[src/hw/rtl/tle_pkg.sv]
// ----------------------------------------------------------------------------
// tle_pkg
// Shared widths, byte codes, result kinds and sequencer-to-output structs
// for the terminal line editor.
// ----------------------------------------------------------------------------
package tle_pkg;

   localparam int LINE_CAP_DEF = 16;
   localparam int BYTE_W       = 8;
   localparam int KIND_W       = 2;
   localparam int POS_W        = 5;
   localparam int MAX_RESULTS  = 48;
   localparam int CNT_W        = $clog2(MAX_RESULTS + 1);

   // result kinds
   localparam logic [KIND_W-1:0] KIND_ECHO = 2'd0;
   localparam logic [KIND_W-1:0] KIND_CHAR = 2'd1;
   localparam logic [KIND_W-1:0] KIND_END  = 2'd2;

   // terminal byte codes
   localparam logic [BYTE_W-1:0] CH_NUL      = 8'h00;
   localparam logic [BYTE_W-1:0] CH_ETX      = 8'h03;
   localparam logic [BYTE_W-1:0] CH_BEL      = 8'h07;
   localparam logic [BYTE_W-1:0] CH_BS       = 8'h08;
   localparam logic [BYTE_W-1:0] CH_LF       = 8'h0A;
   localparam logic [BYTE_W-1:0] CH_CR       = 8'h0D;
   localparam logic [BYTE_W-1:0] CH_ESC      = 8'h1B;
   localparam logic [BYTE_W-1:0] CH_SPACE    = 8'h20;
   localparam logic [BYTE_W-1:0] CH_DIGIT1   = 8'h31;
   localparam logic [BYTE_W-1:0] CH_DIGIT3   = 8'h33;
   localparam logic [BYTE_W-1:0] CH_KEY_UP   = 8'h41;
   localparam logic [BYTE_W-1:0] CH_KEY_DOWN = 8'h42;
   localparam logic [BYTE_W-1:0] CH_KEY_RT   = 8'h43;
   localparam logic [BYTE_W-1:0] CH_KEY_LT   = 8'h44;
   localparam logic [BYTE_W-1:0] CH_KEY_END  = 8'h46;
   localparam logic [BYTE_W-1:0] CH_LETTER_C = 8'h43;
   localparam logic [BYTE_W-1:0] CH_SS3      = 8'h4F;
   localparam logic [BYTE_W-1:0] CH_CSI      = 8'h5B;
   localparam logic [BYTE_W-1:0] CH_CARET    = 8'h5E;
   localparam logic [BYTE_W-1:0] CH_TILDE    = 8'h7E;
   localparam logic [BYTE_W-1:0] CH_PRINT_LO = 8'h20;
   localparam logic [BYTE_W-1:0] CH_PRINT_HI = 8'h7E;

   typedef struct packed {
      logic [KIND_W-1:0] kind;
      logic [BYTE_W-1:0] data;
      logic [POS_W-1:0]  length;
   } result_type;

   typedef struct packed {
      logic       gen_valid;
      logic       done;
      result_type res;
   } seq_ctl_type;

endpackage

[src/hw/rtl/tle_if.sv]
// ----------------------------------------------------------------------------
// tle_if
// Valid/ready channels of the line editor: received bytes in, results out.
// ----------------------------------------------------------------------------
interface tle_req_if;
   import tle_pkg::*;

   logic              valid;
   logic              ready;
   logic [BYTE_W-1:0] rx_byte;

   modport source (output valid, output rx_byte, input ready);
   modport sink   (input valid, input rx_byte, output ready);
endinterface

interface tle_rsp_if;
   import tle_pkg::*;

   logic              valid;
   logic              ready;
   logic [KIND_W-1:0] out_kind;
   logic [BYTE_W-1:0] out_byte;
   logic [POS_W-1:0]  line_length;
   logic              last;

   modport source (output valid, output out_kind, output out_byte, output line_length,
                   output last, input ready);
   modport sink   (input valid, input out_kind, input out_byte, input line_length,
                   input last, output ready);
endinterface

[src/hw/rtl/tle_ram.sv]
// ----------------------------------------------------------------------------
// tle_ram
// Generic single-write, single-read synchronous RAM with registered read.
// ----------------------------------------------------------------------------
module tle_ram #(
   parameter int WIDTH = 8,
   parameter int DEPTH = 16
) (
   input  logic                     clock,
   input  logic                     we,
   input  logic [$clog2(DEPTH)-1:0] waddr,
   input  logic [WIDTH-1:0]         wdata,
   input  logic [$clog2(DEPTH)-1:0] raddr,
   output logic [WIDTH-1:0]         rdata
);

   logic [WIDTH-1:0] mem_ff [DEPTH];
   logic [WIDTH-1:0] rdata_ff;

   always_ff @(posedge clock) begin
      if (we) begin
         mem_ff[waddr] <= wdata;
      end
      rdata_ff <= mem_ff[raddr];
   end

   assign rdata = rdata_ff;

endmodule

[src/hw/rtl/tle_ctrl.sv]
// ----------------------------------------------------------------------------
// tle_ctrl
// Byte decoder and edit sequencer: decodes each received byte, then walks
// the line RAM to shift, redraw and flush, issuing one result word at a time.
// ----------------------------------------------------------------------------
module tle_ctrl #(
   parameter int LINE_CAP = tle_pkg::LINE_CAP_DEF
) (
   input  logic                        clock,
   input  logic                        reset,
   tle_req_if.sink                     req,
   output logic                        mem_we,
   output logic [$clog2(LINE_CAP)-1:0] mem_waddr,
   output logic [tle_pkg::BYTE_W-1:0]  mem_wdata,
   output logic [$clog2(LINE_CAP)-1:0] mem_raddr,
   input  logic [tle_pkg::BYTE_W-1:0]  mem_rdata,
   output tle_pkg::seq_ctl_type        ctl,
   input  logic                        stage_free
);
   import tle_pkg::*;

   localparam int               ADDR_W  = $clog2(LINE_CAP);
   localparam logic [POS_W-1:0] CAP_POS = POS_W'(LINE_CAP);

   typedef enum logic [3:0] {
      S_IDLE, S_NEXT, S_REP, S_SHR_RD, S_SHR_WR, S_SHL_RD, S_SHL_WR,
      S_STR_RD, S_STR_EM, S_MARK, S_DONE
   } state_type;

   typedef enum logic [3:0] {
      OP_NONE, OP_INS, OP_BS, OP_DEL, OP_BEEP, OP_CTC, OP_FIN,
      OP_LEFT, OP_RIGHT, OP_HOME, OP_END
   } op_type;

   state_type         state_ff, state_in;
   op_type            op_ff, op_in;
   logic [3:0]        step_ff, step_in;
   logic [POS_W-1:0]  cursor_ff, cursor_in;
   logic [POS_W-1:0]  end_ff, end_in;
   logic              esc_active_ff, esc_active_in;
   logic [1:0]        esc_count_ff, esc_count_in;
   logic [BYTE_W-1:0] esc0_ff, esc0_in;
   logic [BYTE_W-1:0] esc1_ff, esc1_in;
   logic [BYTE_W-1:0] byte_ff, byte_in;
   logic [POS_W-1:0]  idx_ff, idx_in;
   logic [POS_W-1:0]  stop_ff, stop_in;
   logic [POS_W-1:0]  rep_ff, rep_in;
   logic [BYTE_W-1:0] rep_byte_ff, rep_byte_in;
   logic [KIND_W-1:0] kind_ff, kind_in;
   logic [CNT_W-1:0]  cnt_ff, cnt_in;

   logic              emit;
   result_type        emit_res;
   logic              fire;
   logic              at_max;
   logic              seq_done;
   logic [POS_W-1:0]  idx_dec;
   logic [POS_W-1:0]  idx_inc;
   logic [BYTE_W-1:0] b;

   assign b       = req.rx_byte;
   assign idx_dec = idx_ff - 1'b1;
   assign idx_inc = idx_ff + 1'b1;
   assign at_max  = (cnt_ff == CNT_W'(MAX_RESULTS));
   assign req.ready = (state_ff == S_IDLE);

   always_comb begin
      case (state_ff)
         S_SHR_RD, S_SHR_WR: mem_raddr = idx_dec[ADDR_W-1:0];
         S_SHL_RD, S_SHL_WR: mem_raddr = idx_inc[ADDR_W-1:0];
         default:            mem_raddr = idx_ff[ADDR_W-1:0];
      endcase
   end

   always_comb begin
      state_in      = state_ff;
      op_in         = op_ff;
      step_in       = step_ff;
      cursor_in     = cursor_ff;
      end_in        = end_ff;
      esc_active_in = esc_active_ff;
      esc_count_in  = esc_count_ff;
      esc0_in       = esc0_ff;
      esc1_in       = esc1_ff;
      byte_in       = byte_ff;
      idx_in        = idx_ff;
      stop_in       = stop_ff;
      rep_in        = rep_ff;
      rep_byte_in   = rep_byte_ff;
      kind_in       = kind_ff;
      cnt_in        = cnt_ff;
      mem_we        = 1'b0;
      mem_waddr     = idx_ff[ADDR_W-1:0];
      mem_wdata     = mem_rdata;
      emit          = 1'b0;
      emit_res      = '0;
      seq_done      = 1'b0;

      case (state_ff)
         S_IDLE: begin
            if (req.valid) begin
               byte_in  = b;
               step_in  = '0;
               op_in    = OP_NONE;
               state_in = S_NEXT;
               if (esc_active_ff) begin
                  if (b == CH_ETX) begin
                     esc_active_in = 1'b0;
                     esc_count_in  = '0;
                  end else if (esc_count_ff == 2'd0) begin
                     esc0_in      = b;
                     esc_count_in = 2'd1;
                  end else if (esc_count_ff == 2'd1) begin
                     if (esc0_ff == CH_CSI && (b == CH_KEY_UP || b == CH_KEY_DOWN)) begin
                        esc_active_in = 1'b0;
                        esc_count_in  = '0;
                     end else if (esc0_ff == CH_CSI && b == CH_KEY_RT) begin
                        esc_active_in = 1'b0;
                        esc_count_in  = '0;
                        op_in = (cursor_ff < end_ff) ? OP_RIGHT : OP_BEEP;
                     end else if (esc0_ff == CH_CSI && b == CH_KEY_LT) begin
                        esc_active_in = 1'b0;
                        esc_count_in  = '0;
                        op_in = (cursor_ff != '0) ? OP_LEFT : OP_BEEP;
                     end else if (esc0_ff == CH_SS3 && b == CH_KEY_END) begin
                        esc_active_in = 1'b0;
                        esc_count_in  = '0;
                        op_in = OP_END;
                     end else begin
                        esc1_in      = b;
                        esc_count_in = 2'd2;
                     end
                  end else begin
                     // third byte: match or drop the whole sequence
                     esc_active_in = 1'b0;
                     esc_count_in  = '0;
                     if (esc0_ff == CH_CSI && esc1_ff == CH_DIGIT1 && b == CH_TILDE) begin
                        op_in = OP_HOME;
                     end else if (esc0_ff == CH_CSI && esc1_ff == CH_DIGIT3 &&
                                  b == CH_TILDE) begin
                        if (end_ff != '0 && cursor_ff != end_ff) begin
                           op_in   = OP_DEL;
                           step_in = 4'd3;
                        end else begin
                           op_in = OP_BEEP;
                        end
                     end
                  end
               end else if (b inside {[CH_PRINT_LO:CH_PRINT_HI]}) begin
                  if (end_ff < CAP_POS) begin
                     op_in = OP_INS;
                  end
               end else if (b == CH_BS) begin
                  op_in = (end_ff != '0 && cursor_ff != '0) ? OP_BS : OP_BEEP;
               end else if (b == CH_ETX) begin
                  op_in = OP_CTC;
               end else if (b == CH_ESC) begin
                  esc_active_in = 1'b1;
                  esc_count_in  = '0;
               end else if (b == CH_CR || b == CH_LF) begin
                  op_in = OP_FIN;
               end
            end
         end

         S_NEXT: begin
            step_in = step_ff + 1'b1;
            case (op_ff)
               OP_INS: begin
                  case (step_ff)
                     4'd0: begin
                        rep_byte_in = byte_ff;
                        rep_in      = POS_W'(1);
                        state_in    = S_REP;
                     end
                     4'd1: begin
                        idx_in   = end_ff;
                        state_in = S_SHR_RD;
                     end
                     4'd2: begin
                        mem_we    = 1'b1;
                        mem_waddr = cursor_ff[ADDR_W-1:0];
                        mem_wdata = byte_ff;
                        cursor_in = cursor_ff + 1'b1;
                        end_in    = end_ff + 1'b1;
                     end
                     4'd3: begin
                        kind_in  = KIND_ECHO;
                        idx_in   = cursor_ff;
                        stop_in  = end_ff;
                        state_in = S_STR_RD;
                     end
                     4'd4: begin
                        rep_byte_in = CH_BS;
                        rep_in      = end_ff - cursor_ff;
                        state_in    = S_REP;
                     end
                     4'd5: begin
                        // full line: flush it as on CR
                        if (end_ff == CAP_POS) begin
                           kind_in  = KIND_CHAR;
                           idx_in   = '0;
                           stop_in  = end_ff;
                           state_in = S_STR_RD;
                        end else begin
                           state_in = S_DONE;
                        end
                     end
                     4'd6:    state_in = S_MARK;
                     default: state_in = S_DONE;
                  endcase
               end

               OP_BS, OP_DEL: begin
                  case (step_ff)
                     4'd0, 4'd2: begin
                        rep_byte_in = CH_BS;
                        rep_in      = POS_W'(1);
                        state_in    = S_REP;
                     end
                     4'd1: begin
                        rep_byte_in = CH_SPACE;
                        rep_in      = POS_W'(1);
                        state_in    = S_REP;
                     end
                     4'd3: begin
                        if (op_ff == OP_BS) begin
                           cursor_in = cursor_ff - 1'b1;
                           idx_in    = cursor_ff - 1'b1;
                        end else begin
                           idx_in = cursor_ff;
                        end
                        state_in = S_SHL_RD;
                     end
                     4'd4: end_in = end_ff - 1'b1;
                     4'd5: begin
                        kind_in  = KIND_ECHO;
                        idx_in   = cursor_ff;
                        stop_in  = end_ff;
                        state_in = S_STR_RD;
                     end
                     4'd6: begin
                        rep_byte_in = CH_SPACE;
                        rep_in      = POS_W'(1);
                        state_in    = S_REP;
                     end
                     4'd7: begin
                        rep_byte_in = CH_BS;
                        rep_in      = end_ff - cursor_ff + 1'b1;
                        state_in    = S_REP;
                     end
                     default: state_in = S_DONE;
                  endcase
               end

               OP_BEEP: begin
                  if (step_ff == 4'd0) begin
                     rep_byte_in = CH_BEL;
                     rep_in      = POS_W'(3);
                     state_in    = S_REP;
                  end else begin
                     state_in = S_DONE;
                  end
               end

               OP_CTC: begin
                  case (step_ff)
                     4'd0: begin
                        rep_byte_in = CH_CARET;
                        rep_in      = POS_W'(1);
                        state_in    = S_REP;
                     end
                     4'd1: begin
                        rep_byte_in = CH_LETTER_C;
                        rep_in      = POS_W'(1);
                        state_in    = S_REP;
                     end
                     4'd2: begin
                        // abandon the line: marker carries length zero
                        cursor_in = '0;
                        end_in    = '0;
                        state_in  = S_MARK;
                     end
                     default: state_in = S_DONE;
                  endcase
               end

               OP_FIN: begin
                  case (step_ff)
                     4'd0: begin
                        kind_in  = KIND_CHAR;
                        idx_in   = '0;
                        stop_in  = end_ff;
                        state_in = S_STR_RD;
                     end
                     4'd1:    state_in = S_MARK;
                     default: state_in = S_DONE;
                  endcase
               end

               OP_LEFT: begin
                  if (step_ff == 4'd0) begin
                     rep_byte_in = CH_BS;
                     rep_in      = POS_W'(1);
                     cursor_in   = cursor_ff - 1'b1;
                     state_in    = S_REP;
                  end else begin
                     state_in = S_DONE;
                  end
               end

               OP_RIGHT: begin
                  if (step_ff == 4'd0) begin
                     kind_in  = KIND_ECHO;
                     idx_in   = cursor_ff;
                     stop_in  = cursor_ff + 1'b1;
                     state_in = S_STR_RD;
                  end else begin
                     cursor_in = cursor_ff + 1'b1;
                     state_in  = S_DONE;
                  end
               end

               OP_HOME: begin
                  if (step_ff == 4'd0) begin
                     rep_byte_in = CH_BS;
                     rep_in      = cursor_ff;
                     cursor_in   = '0;
                     state_in    = S_REP;
                  end else begin
                     state_in = S_DONE;
                  end
               end

               OP_END: begin
                  if (step_ff == 4'd0) begin
                     kind_in  = KIND_ECHO;
                     idx_in   = cursor_ff;
                     stop_in  = end_ff;
                     state_in = S_STR_RD;
                  end else begin
                     cursor_in = end_ff;
                     state_in  = S_DONE;
                  end
               end

               default: state_in = S_DONE;
            endcase
         end

         S_REP: begin
            if (rep_ff == '0) begin
               state_in = S_NEXT;
            end else begin
               emit          = 1'b1;
               emit_res.kind = KIND_ECHO;
               emit_res.data = rep_byte_ff;
               if (fire) begin
                  rep_in = rep_ff - 1'b1;
               end
            end
         end

         // insert: move entries up by one, top down, toward the cursor
         S_SHR_RD: begin
            state_in = (idx_ff > cursor_ff) ? S_SHR_WR : S_NEXT;
         end
         S_SHR_WR: begin
            mem_we   = 1'b1;
            idx_in   = idx_dec;
            state_in = S_SHR_RD;
         end

         // remove: move entries down by one, from the hole upward
         S_SHL_RD: begin
            state_in = (idx_inc < end_ff) ? S_SHL_WR : S_NEXT;
         end
         S_SHL_WR: begin
            mem_we   = 1'b1;
            idx_in   = idx_inc;
            state_in = S_SHL_RD;
         end

         S_STR_RD: begin
            state_in = (idx_ff < stop_ff) ? S_STR_EM : S_NEXT;
         end
         S_STR_EM: begin
            emit          = 1'b1;
            emit_res.kind = kind_ff;
            emit_res.data = mem_rdata;
            if (fire) begin
               idx_in   = idx_inc;
               state_in = S_STR_RD;
            end
         end

         S_MARK: begin
            emit            = 1'b1;
            emit_res.kind   = KIND_END;
            emit_res.data   = CH_NUL;
            emit_res.length = end_ff;
            if (fire) begin
               cursor_in = '0;
               end_in    = '0;
               state_in  = S_DONE;
            end
         end

         S_DONE: begin
            seq_done = 1'b1;
            if (stage_free) begin
               cnt_in   = '0;
               state_in = S_IDLE;
            end
         end

         default: state_in = S_IDLE;
      endcase

      // past the result bound the sequence still runs, without output
      if (emit && !at_max && stage_free) begin
         cnt_in = cnt_ff + 1'b1;
      end
   end

   assign fire          = emit && (at_max || stage_free);
   assign ctl.gen_valid = emit && !at_max;
   assign ctl.done      = seq_done;
   assign ctl.res       = emit_res;

   always_ff @(posedge clock) begin
      if (reset) begin
         state_ff      <= S_IDLE;
         op_ff         <= OP_NONE;
         step_ff       <= '0;
         cursor_ff     <= '0;
         end_ff        <= '0;
         esc_active_ff <= 1'b0;
         esc_count_ff  <= '0;
         esc0_ff       <= '0;
         esc1_ff       <= '0;
         cnt_ff        <= '0;
      end else begin
         state_ff      <= state_in;
         op_ff         <= op_in;
         step_ff       <= step_in;
         cursor_ff     <= cursor_in;
         end_ff        <= end_in;
         esc_active_ff <= esc_active_in;
         esc_count_ff  <= esc_count_in;
         esc0_ff       <= esc0_in;
         esc1_ff       <= esc1_in;
         cnt_ff        <= cnt_in;
      end
      byte_ff     <= byte_in;
      idx_ff      <= idx_in;
      stop_ff     <= stop_in;
      rep_ff      <= rep_in;
      rep_byte_ff <= rep_byte_in;
      kind_ff     <= kind_in;
   end

   a_cursor_in_line: assert property (@(posedge clock) disable iff (reset)
      cursor_ff <= end_ff)
      else $error("cursor beyond line end");

   a_line_bounded: assert property (@(posedge clock) disable iff (reset)
      end_ff <= CAP_POS)
      else $error("line longer than capacity");

   a_count_cleared: assert property (@(posedge clock) disable iff (reset)
      (req.valid && req.ready) |-> (cnt_ff == '0))
      else $error("result count not cleared at byte accept");

endmodule

[src/hw/rtl/tle_out.sv]
// ----------------------------------------------------------------------------
// tle_out
// Result staging: holds the newest word one step back so the last flag can
// be set when the sequence ends, and drives the registered result channel.
// ----------------------------------------------------------------------------
module tle_out (
   input  logic                 clock,
   input  logic                 reset,
   input  tle_pkg::seq_ctl_type ctl,
   output logic                 stage_free,
   tle_rsp_if.source            rsp
);
   import tle_pkg::*;

   logic       hold_valid_ff, hold_valid_in;
   result_type hold_ff, hold_in;
   logic       rsp_valid_ff, rsp_valid_in;
   result_type rsp_res_ff, rsp_res_in;
   logic       rsp_last_ff, rsp_last_in;
   logic       push;

   assign stage_free = !hold_valid_ff || !rsp_valid_ff || rsp.ready;
   assign push       = hold_valid_ff && stage_free && (ctl.gen_valid || ctl.done);

   always_comb begin
      hold_valid_in = hold_valid_ff;
      hold_in       = hold_ff;
      rsp_res_in    = rsp_res_ff;
      rsp_last_in   = rsp_last_ff;
      rsp_valid_in  = rsp_valid_ff && !rsp.ready;

      if (ctl.gen_valid && stage_free) begin
         hold_valid_in = 1'b1;
         hold_in       = ctl.res;
      end else if (ctl.done && stage_free) begin
         hold_valid_in = 1'b0;
      end

      // advance the held word; it is the final one when the sequence ends
      if (push) begin
         rsp_valid_in = 1'b1;
         rsp_res_in   = hold_ff;
         rsp_last_in  = ctl.done;
      end
   end

   always_ff @(posedge clock) begin
      if (reset) begin
         hold_valid_ff <= 1'b0;
         rsp_valid_ff  <= 1'b0;
      end else begin
         hold_valid_ff <= hold_valid_in;
         rsp_valid_ff  <= rsp_valid_in;
      end
      hold_ff     <= hold_in;
      rsp_res_ff  <= rsp_res_in;
      rsp_last_ff <= rsp_last_in;
   end

   assign rsp.valid       = rsp_valid_ff;
   assign rsp.out_kind    = rsp_res_ff.kind;
   assign rsp.out_byte    = rsp_res_ff.data;
   assign rsp.line_length = rsp_res_ff.length;
   assign rsp.last        = rsp_last_ff;

   a_done_drains: assert property (@(posedge clock) disable iff (reset)
      (ctl.done && stage_free) |=> !hold_valid_ff)
      else $error("held word left after sequence end");

   a_gen_or_done: assert property (@(posedge clock) disable iff (reset)
      !(ctl.gen_valid && ctl.done))
      else $error("new word and sequence end together");

endmodule

[src/hw/rtl/terminal_line_editor_unit.sv]
// ----------------------------------------------------------------------------
// terminal_line_editor_unit
// Terminal line editor: takes received bytes one word at a time on req_chan
// and returns echo bytes, finished line characters and end markers on
// rsp_chan, with last set on the final word caused by each byte. The line is
// held in a LINE_CAP-entry RAM with one write and one registered read port;
// every character that is shifted or read back is first read, then written
// or sent, and each repeated echo byte is sent as a word of its own; the
// least work per byte is for ignored bytes and escape prefixes, the most for
// an insert at the start of an almost full line that then flushes, and the
// work waits while rsp_chan stalls. A new byte is taken once the previous
// one's words have all been handed to the output register. The RAM needs no
// clearing after reset.
// ----------------------------------------------------------------------------
module terminal_line_editor_unit #(
   parameter int LINE_CAP = tle_pkg::LINE_CAP_DEF
) (
   input  logic      clock,
   input  logic      reset,
   tle_req_if.sink   req_chan,
   tle_rsp_if.source rsp_chan
);
   import tle_pkg::*;

   localparam int ADDR_W = $clog2(LINE_CAP);

   logic              mem_we;
   logic [ADDR_W-1:0] mem_waddr;
   logic [BYTE_W-1:0] mem_wdata;
   logic [ADDR_W-1:0] mem_raddr;
   logic [BYTE_W-1:0] mem_rdata;
   seq_ctl_type       ctl;
   logic              stage_free;

   tle_ram #(
      .WIDTH (BYTE_W),
      .DEPTH (LINE_CAP)
   ) u_line_ram (
      .clock (clock),
      .we    (mem_we),
      .waddr (mem_waddr),
      .wdata (mem_wdata),
      .raddr (mem_raddr),
      .rdata (mem_rdata)
   );

   tle_ctrl #(
      .LINE_CAP (LINE_CAP)
   ) u_ctrl (
      .clock      (clock),
      .reset      (reset),
      .req        (req_chan),
      .mem_we     (mem_we),
      .mem_waddr  (mem_waddr),
      .mem_wdata  (mem_wdata),
      .mem_raddr  (mem_raddr),
      .mem_rdata  (mem_rdata),
      .ctl        (ctl),
      .stage_free (stage_free)
   );

   tle_out u_out (
      .clock      (clock),
      .reset      (reset),
      .ctl        (ctl),
      .stage_free (stage_free),
      .rsp        (rsp_chan)
   );

endmodule

[src/flat_wrapper.sv]
// flat-port wrapper written by rule: the top's interface ports become plain ports
module terminal_line_editor_unit_flat import tle_pkg::*;
#(
   parameter int LINE_CAP = tle_pkg::LINE_CAP_DEF
)
  (clock, reset, req_chan_valid, req_chan_rx_byte, req_chan_ready, rsp_chan_valid, rsp_chan_out_kind, rsp_chan_out_byte, rsp_chan_line_length, rsp_chan_last, rsp_chan_ready);
  tle_req_if req_chan_i ();
  tle_rsp_if rsp_chan_i ();
  input  logic clock;
  input  logic reset;
  input wire logic [$bits(req_chan_i.valid)-1:0] req_chan_valid;
  input wire logic [$bits(req_chan_i.rx_byte)-1:0] req_chan_rx_byte;
  output wire logic [$bits(req_chan_i.ready)-1:0] req_chan_ready;
  output wire logic [$bits(rsp_chan_i.valid)-1:0] rsp_chan_valid;
  output wire logic [$bits(rsp_chan_i.out_kind)-1:0] rsp_chan_out_kind;
  output wire logic [$bits(rsp_chan_i.out_byte)-1:0] rsp_chan_out_byte;
  output wire logic [$bits(rsp_chan_i.line_length)-1:0] rsp_chan_line_length;
  output wire logic [$bits(rsp_chan_i.last)-1:0] rsp_chan_last;
  input wire logic [$bits(rsp_chan_i.ready)-1:0] rsp_chan_ready;
  assign req_chan_i.valid = req_chan_valid;
  assign req_chan_i.rx_byte = req_chan_rx_byte;
  assign req_chan_ready = req_chan_i.ready;
  assign rsp_chan_valid = rsp_chan_i.valid;
  assign rsp_chan_out_kind = rsp_chan_i.out_kind;
  assign rsp_chan_out_byte = rsp_chan_i.out_byte;
  assign rsp_chan_line_length = rsp_chan_i.line_length;
  assign rsp_chan_last = rsp_chan_i.last;
  assign rsp_chan_i.ready = rsp_chan_ready;
  terminal_line_editor_unit #(.LINE_CAP(LINE_CAP)) u_core (.clock(clock), .reset(reset), .req_chan(req_chan_i), .rsp_chan(rsp_chan_i));
endmodule
[config.mk]
export PLATFORM = sky130hd
export DESIGN_NAME = terminal_line_editor_unit_flat
export DESIGN_NICKNAME = d
export VERILOG_FILES = /design/src/hw/rtl/tle_pkg.sv /design/src/hw/rtl/tle_if.sv /design/src/hw/rtl/tle_ram.sv /design/src/hw/rtl/tle_ctrl.sv /design/src/hw/rtl/tle_out.sv /design/src/hw/rtl/terminal_line_editor_unit.sv /design/src/flat_wrapper.sv
export SDC_FILE = /design/constraint.sdc
export NUM_CORES = 1
export LEC_CHECK = 0
export CORE_ASPECT_RATIO = 1.4
export CORE_MARGIN = 2
export CORE_UTILIZATION = 57
export CTS_CLUSTER_DIAMETER = 100
export DETAILED_ROUTE_END_ITERATION = 8
export DONT_BUFFER_PORTS = 1
export PLACE_DENSITY_LB_ADDON = 0.25
export RECOVER_POWER = 25
export SLEW_MARGIN = 20
export SYNTH_ARGS = -nofsm -noshare
export SYNTH_HDL_FRONTEND = slang
export SYNTH_SLANG_ARGS = --single-unit
[constraint.sdc]
create_clock -name clock -period 2.5 [get_ports clock]
set_input_delay 0.375 -clock clock [delete_from_list [all_inputs] [get_ports clock]]
set_output_delay 0.375 -clock clock [all_outputs]
set_load 0.02 [all_outputs]
[Yosys cells after proc, flatten, opt, wreduce, memory -nomap -nowiden]
Memories as Yosys holds them, arrays and structs flattened. A register that Yosys moved wholly into a read port is not among the register bits.
Index checks and enable logic that the tools add are counted.
Storage, ports and cells
  memories: 1
  register bits after elaboration: 113
  bits in writable memories: 128
Memories
  u_core.u_line_ram.mem_ff: words 16, bits a word 8, rd ports 1, clocked after memory_dff 1, write ports 1, line tle_ram.sv:17  | logic [WIDTH-1:0] mem_ff [DEPTH];
Cells by class
  add/sub/neg operators: 11
  reductions and logical operators: 74
  equality and inequality tests: 91
  bitwise gates (word level): 6
  multiplexer cells: 142
  $lt $le $gt $ge: 7
Operators by type and width (count)
  $mux 5: 23
  $mux 4: 24
  $pmux 5 s2: 7
  $eq 8x7->1 const B: 8
  $pmux 5 s4: 3
  $ne 3x3->1 const B: 18
  $eq 4x3->1 const B: 12
  $mux 2: 24
  $mux 8: 6
  $pmux 4 s6: 2
  $pmux 8 s2: 3
  $pmux 4 s11: 1
  $pmux 8 s5: 1
  $pmux 5 s7: 1
  $pmux 4 s2: 4
  $pmux 10 s3: 1
  $pmux 5 s3: 2
  $pmux 5 s6: 1
  $reduce_and 10->1: 3
  $reduce_and 7->1: 4
  $mux 3: 9
  $ne 2x2->1 const B: 13
  $eq 4x2->1 const B: 6
  $eq 4x4->1 const B: 6
  other kinds (52): 149

[Longest topological paths before layout]
  word-level depth: 11
  mapped depth: 12
  gate-level depth less buffers: 10

[By module]
Synthesis repeated with hierarchy kept, for this count alone.
Second synthesis, totals
  cells, all modules: 1119
  area total of the unflattened synthesis: 13028.7 um^2
Modules (own cells, without submodules)
  tle_ctrl: times used 1, cells an instance 847, area each 6844.1 um^2
  tle_ram: times used 1, cells an instance 229, area each 5147.4 um^2
  tle_out: times used 1, cells an instance 43, area each 1037.2 um^2

[Worst setup path before layout]
OpenSTA, ideal clock, no wires.
  path type: flip-flop to flip-flop
  start point: register u_core.u_ctrl.state_ff[0]
  end point: register u_core.u_out.hold_ff[0] in the netlist's numbering (enable)
  required time: 2.109 ns
  arrival: 2.264 ns
  period minus slack after synthesis: 2.654 ns
  setup time: 0.391 ns
  cell stages (with the launch flop): 7
  setup slack: -0.154 ns
  cells stage by stage: dfxtp_1 > buf_4 > or4b_1 > buf_2 > a2bb2oi_1 > or2_1 > nor2_1
On the way
  word-level cells in the longest chain between the ends: 5
  elaborated cells between the ends (all ways): 7
  those cells by class: eq/ne (3); mux (1); reduce/logical (3)
Ends and longest elaborated chain
  start, declared: line tle_ctrl.sv:35  | state_type state_ff, state_in;
  start signal, assigned: line tle_ctrl.sv:444  | state_ff <= state_in;
  $eq 4x4->1: line tle_ctrl.sv:99  | case (state_ff)
  $reduce_or 2->1 (no source line)
  $pmux 1 s2 *: line tle_ctrl.sv:99
  $logic_and 1x1->1 *: line tle_ctrl.sv:427  | assign ctl.gen_valid = emit && !at_max;
  $logic_and 1x1->1 *: line tle_out.sv:32  | if (ctl.gen_valid && stage_free) begin
  end signal, assigned: line tle_out.sv:55  | hold_ff <= hold_in;
  end, declared: line tle_out.sv:16  | result_type hold_ff, hold_in;
Every way passes the cells marked *; elsewhere a longest branch is shown, timed or not.
A chain may end at the register's enable or synchronous reset.

[Worst setup path in the final report]
  start point: register u_core.u_ctrl.state_ff[2]
  end point: memory u_core.u_line_ram.mem_ff[13][1] (enable)
On the way
  word-level cells in the longest chain between the ends: 5
  elaborated cells between the ends (all ways): 8
  those cells by class: eq/ne (3); mux (4); reduce/logical (1)
Ends and longest elaborated chain
  $eq 4x3->1: line tle_ctrl.sv:99
  $reduce_or 2->1 (no source line)
  $pmux 1 s2: line tle_ctrl.sv:99
  $mux 1: line tle_ram.sv:21  | if (we) begin
  $mux 1 (not written as such): line tle_ram.sv:22  | mem_ff[waddr] <= wdata;
  end, declared: line tle_ram.sv:17
Several ways; a longest one is shown, not always the timed one.

==> reports/results.tsv <==
stage	metric	value	unit
flow_run	Max-cap violations	0	
worst_setup_path	Worst Path Required	2660	ps
floorplan	CORE AREA	0.0224	mm2
route	Pre-antenna DRT Iters	7	
power	Final Total Pwr	16.1	mW
place	routability cong.	1.04	
worst_setup_path	slowest stage delay, CP	430	ps
min_path	hold crit path type	in2reg	
place	DPL Wire Length	26800	um
floorplan	# IOs	30	
route	Antenna Nets Post-Route	0	
synth	post-synth top area share	44.1	%
global_routing	met1 usage in global routing	38.3	%
timing	Fin. Hold Viols	0	
worst_setup_path	Reg2Reg Setup Slack	-20	ps
power	PD cells	1060	mW/mm2
finish	NumNets Final	1294	
global_routing	global-route met2 utilization	56.4	%
timing	Worst Skew	21.2	ps
route	DRC marker count from the first detailed-route iteration	1176	
place	number of buffers added on ports	0	
floorplan	# rows	65	
run_status	failing checks	negative setup slack	
finish	Final Instance Area	0.0151	mm2
place	placed cell area	0.0142	mm2
worst_setup_path	Slowest-stage cell, CP	or3b_1	
timing	Final period util	101	%
clocking	clk buf depth	3	
route	routed len/inst	24.2	um
synth	most instantiated library cell after synthesis	edfxtp_1	
timing	total negative slack	-138	ps
synth	Mapped Avg Cell Area	11.4	um2
synth	Synth area leader	edfxtp_1	
worst_setup_path	crit start category	flip-flop	
worst_setup_path	Setup crit end kind	flip-flop	
clocking	worst skew pair latency	530	ps
floorplan	Chip Width	132	um
timing	fin. max-slew vios	0	
global_routing	GR Layer Usage met3	3.64	%
synth	Post-Syn Nets	1191	
worst_setup_path	crit-path cells	or3b_1 -> o21ai_0 -> a32oi_1 -> buf_4 -> nor2_2	
synth	Synth top cells by count	edfxtp_1 (191), nor2_1 (104), nand2_1 (78)	
place	Post-Place Cells	1507	
floorplan	initial core utilization	57.9	%
synth	Synth Instances	1142	
global_routing	total global-route track usage	31.3	%
worst_setup_path	cell depth of the worst flop-to-flop path	5	
timing	final setup margin	-20.6	ps
route	drt via density	6.53	
route	Vias	10211	
floorplan	height of the die	183	um
synth	Seq cells post-synth	248	
clocking	H-tree depth	1	
synth	Yosys warning total	0	
synth	sequential share of the synthesized area	52.9	%
clocking	Root Buffer	clkbuf_16	
clocking	TritonCTS Buffers	24	
worst_setup_path	CP Capture Point	u_core.u_line_ram.mem_ff[13][1]	
global_routing	initial antenna violation count	0	
synth	post-synthesis async set-or-reset flop share	0	%
timing	Slew Limit Headroom	56.1	%
timing	count of final setup violators	8	
global_routing	grt total ovfl	0	
synth	synth top area cells	edfxtp_1 (44%), dfxtp_1 (8.8%), mux4_2 (5.5%)	
run_status	status	complete, but fails checks	
finish	Layout area overhead	16.5	%
power	IR drop worst, VDD	0.000547	V
global_routing	first-pass GRT wire length	57700	um
synth	number of synthesized flops with an enable pin	191	
finish	share of layout cells above drive strength 1	20.0	%
worst_setup_path	WS Path Type	reg2reg	
global_routing	vias in the first global route	10009	
synth	Synth cell types	86	
timing	WHS	10.0	ps
worst_setup_path	r2r endpoint	u_core.u_line_ram.mem_ff[13][1]	
clocking	clock sinks	248	
synth	synthesized area	0.0130	mm2
worst_setup_path	Crit path buffers/inverters	1	
timing	post-route minimum period	2520	ps
route	DR DRC count	0	
global_routing	GR peak layer	met2	
worst_setup_path	CP Depth	5	
global_routing	largest net degree at the start of global routing	48	
worst_setup_path	CP startpoint	u_core.u_ctrl.state_ff[2]	
worst_setup_path	crit path DAT	2680	ps
finish	fin cells	1564	
synth	ys flop type	edfxtp_1	
timing	RSZ-0062 raised after global routing	yes	
worst_setup_path	Max FO, Critical Path	8	
timing	FMAX	397	MHz
timing	Worst Tran Pin Value	657	ps
finish	# diodes	0	
worst_setup_path	delay-heaviest family, CP	simple AND/OR/NAND/NOR gates	
route	Routed Wire Length	37800	um
clocking	CTS tree	built	
clocking	Reg clk slew, reported paths	60	ps
worst_setup_path	RR Startpoint	u_core.u_ctrl.state_ff[2]	
power	Leak	5.53	nW
finish	FILL cells	1702	
floorplan	Total Die Area	0.0240	mm2
kinds of logic (layout without fill, tap and decap cells):
| logic type | after synthesis | in the layout | synth area share [%] |
|---|---|---|---|
| multiplexers | 73 | 73 | 8.72 |
| flip-flops | 248 | 248 | 52.9 |
| XOR/XNOR | 28 | 28 | 1.94 |
| AND/OR/NAND/NOR | 370 | 370 | 14.8 |
| AO/OA/AOI/OAI | 271 | 271 | 14.3 |
| adder cells (fa/ha/maj) | 37 | 37 | 3.68 |
| buffers and inverters | 115 | 236 | 3.72 |
worst min-delay path by stage:
stage	from	to	slack (ps)	cells past startpoint
6_report	req_chan_rx_byte[4]	u_core.u_ctrl.esc1_ff[4]	10	2
5_1_grt	req_chan_rx_byte[3]	u_core.u_ctrl.esc0_ff[3]	0.6	2
4_1_cts	req_chan_rx_byte[6]	u_core.u_ctrl.esc0_ff[6]	2	2
3_5_place_dp	u_core.u_out.hold_ff[6]	u_core.u_out.rsp.out_byte[1]	410	0
3_3_place_gp	u_core.u_out.hold_ff[14]	u_core.u_out.rsp.out_kind[1]	400	0
2_1_floorplan	u_core.u_out.hold_ff[0]	u_core.u_out.rsp.line_length[0]	400	0
metrics by stage:
| stage | setup WS [ps] | utilization (%) |
|---|---|---|
| after floorplan | -104 | - |
| after detailed placement | -14.0 | 63.1 |
| final | -20.6 | 67.5 |
| after CTS | 0.824 | 67.1 |
| after global placement | 43.1 | 63.1 |
| after global routing | -80.0 | 67.5 |
cells in the final DEF, fill, tap and decap left out, drive strengths merged, types with 7 or more instances in the layout:
master / instances
a21o: 9
edfxtp: 191
nor3: 30
a31oi: 20
dlygate4sd3: 9
clkinv: 9
a211oi: 9
a22o: 13
o21ai: 52
and3: 14
o211ai: 7
nor2: 104
inv: 45
buf: 135
o22ai: 8
ha: 35
xor2: 12
a21oi: 65
nand2: 78
dfxtp: 57
nand2b: 21
mux4: 32
and3b: 8
nand3: 29
nor3b: 14
mux2i: 39
xnor2: 16
nor2b: 19
clkbuf: 35
nor4: 9
registers in the layout, summed over array words and instances (netlist names), 6 cells and up:
register                   flops
u_core.u_ctrl.byte_ff          8
u_core.u_ctrl.cnt_ff           6
u_core.u_ctrl.esc0_ff          8
u_core.u_ctrl.esc1_ff          8
u_core.u_ctrl.rep_byte_ff      8
u_core.u_line_ram.mem_ff     128
u_core.u_line_ram.rdata        8
u_core.u_out.hold_ff          15
u_core.u_out.rsp.out_byte      8
where the power goes:
part | switching [mW] | internal (mW)
Combinational | 3.87 | 2.84
Sequential | 0.396 | 5.43
Clock | 1.57 | 2.00
Total | 5.83 | 10.3
cell type report:
cell class	count	area [um2]	area share, %
Clock buffer	31	627	4.14
Clock inverter	13	136	0.901
Inverter	44	168	1.11
Multi-Input combinational cell	779	5770	38.1
Sequential cell	248	6880	45.4
Tap cell	301	377	2.49
Timing Repair Buffer	148	1190	7.84
repair_timing:
item / CTS / global route
resized for setup: 5 / 23
setup buffers: 1 / 2
setup endpoints to repair: 47 / 120
hold buffers: 9 / 1
hold endpoints to repair: 40 / 1
cloned: 0 / 0
pin swaps: 2 / 7
worst reg2reg max path, delay by kind of cell (launching register included):
| family | cells | cell delay (ps) |
|---|---|---|
| AOI/OAI and AO/OA | 2 | 660 |
| DFF | 1 | 420 |
| and+or+nand+nor | 2 | 870 |
| buffers and inverters | 1 | 210 |
metal layers:
metal | vias to the layer above | share of wire [%]
met2 | 485 | 52
met5 | - | 0
met1 | 5074 | 37
li1 | 4561 | -
met4 | 0 | 4.4
met3 | 91 | 6.5
Note: power is estimated with default switching activity, not from simulation.
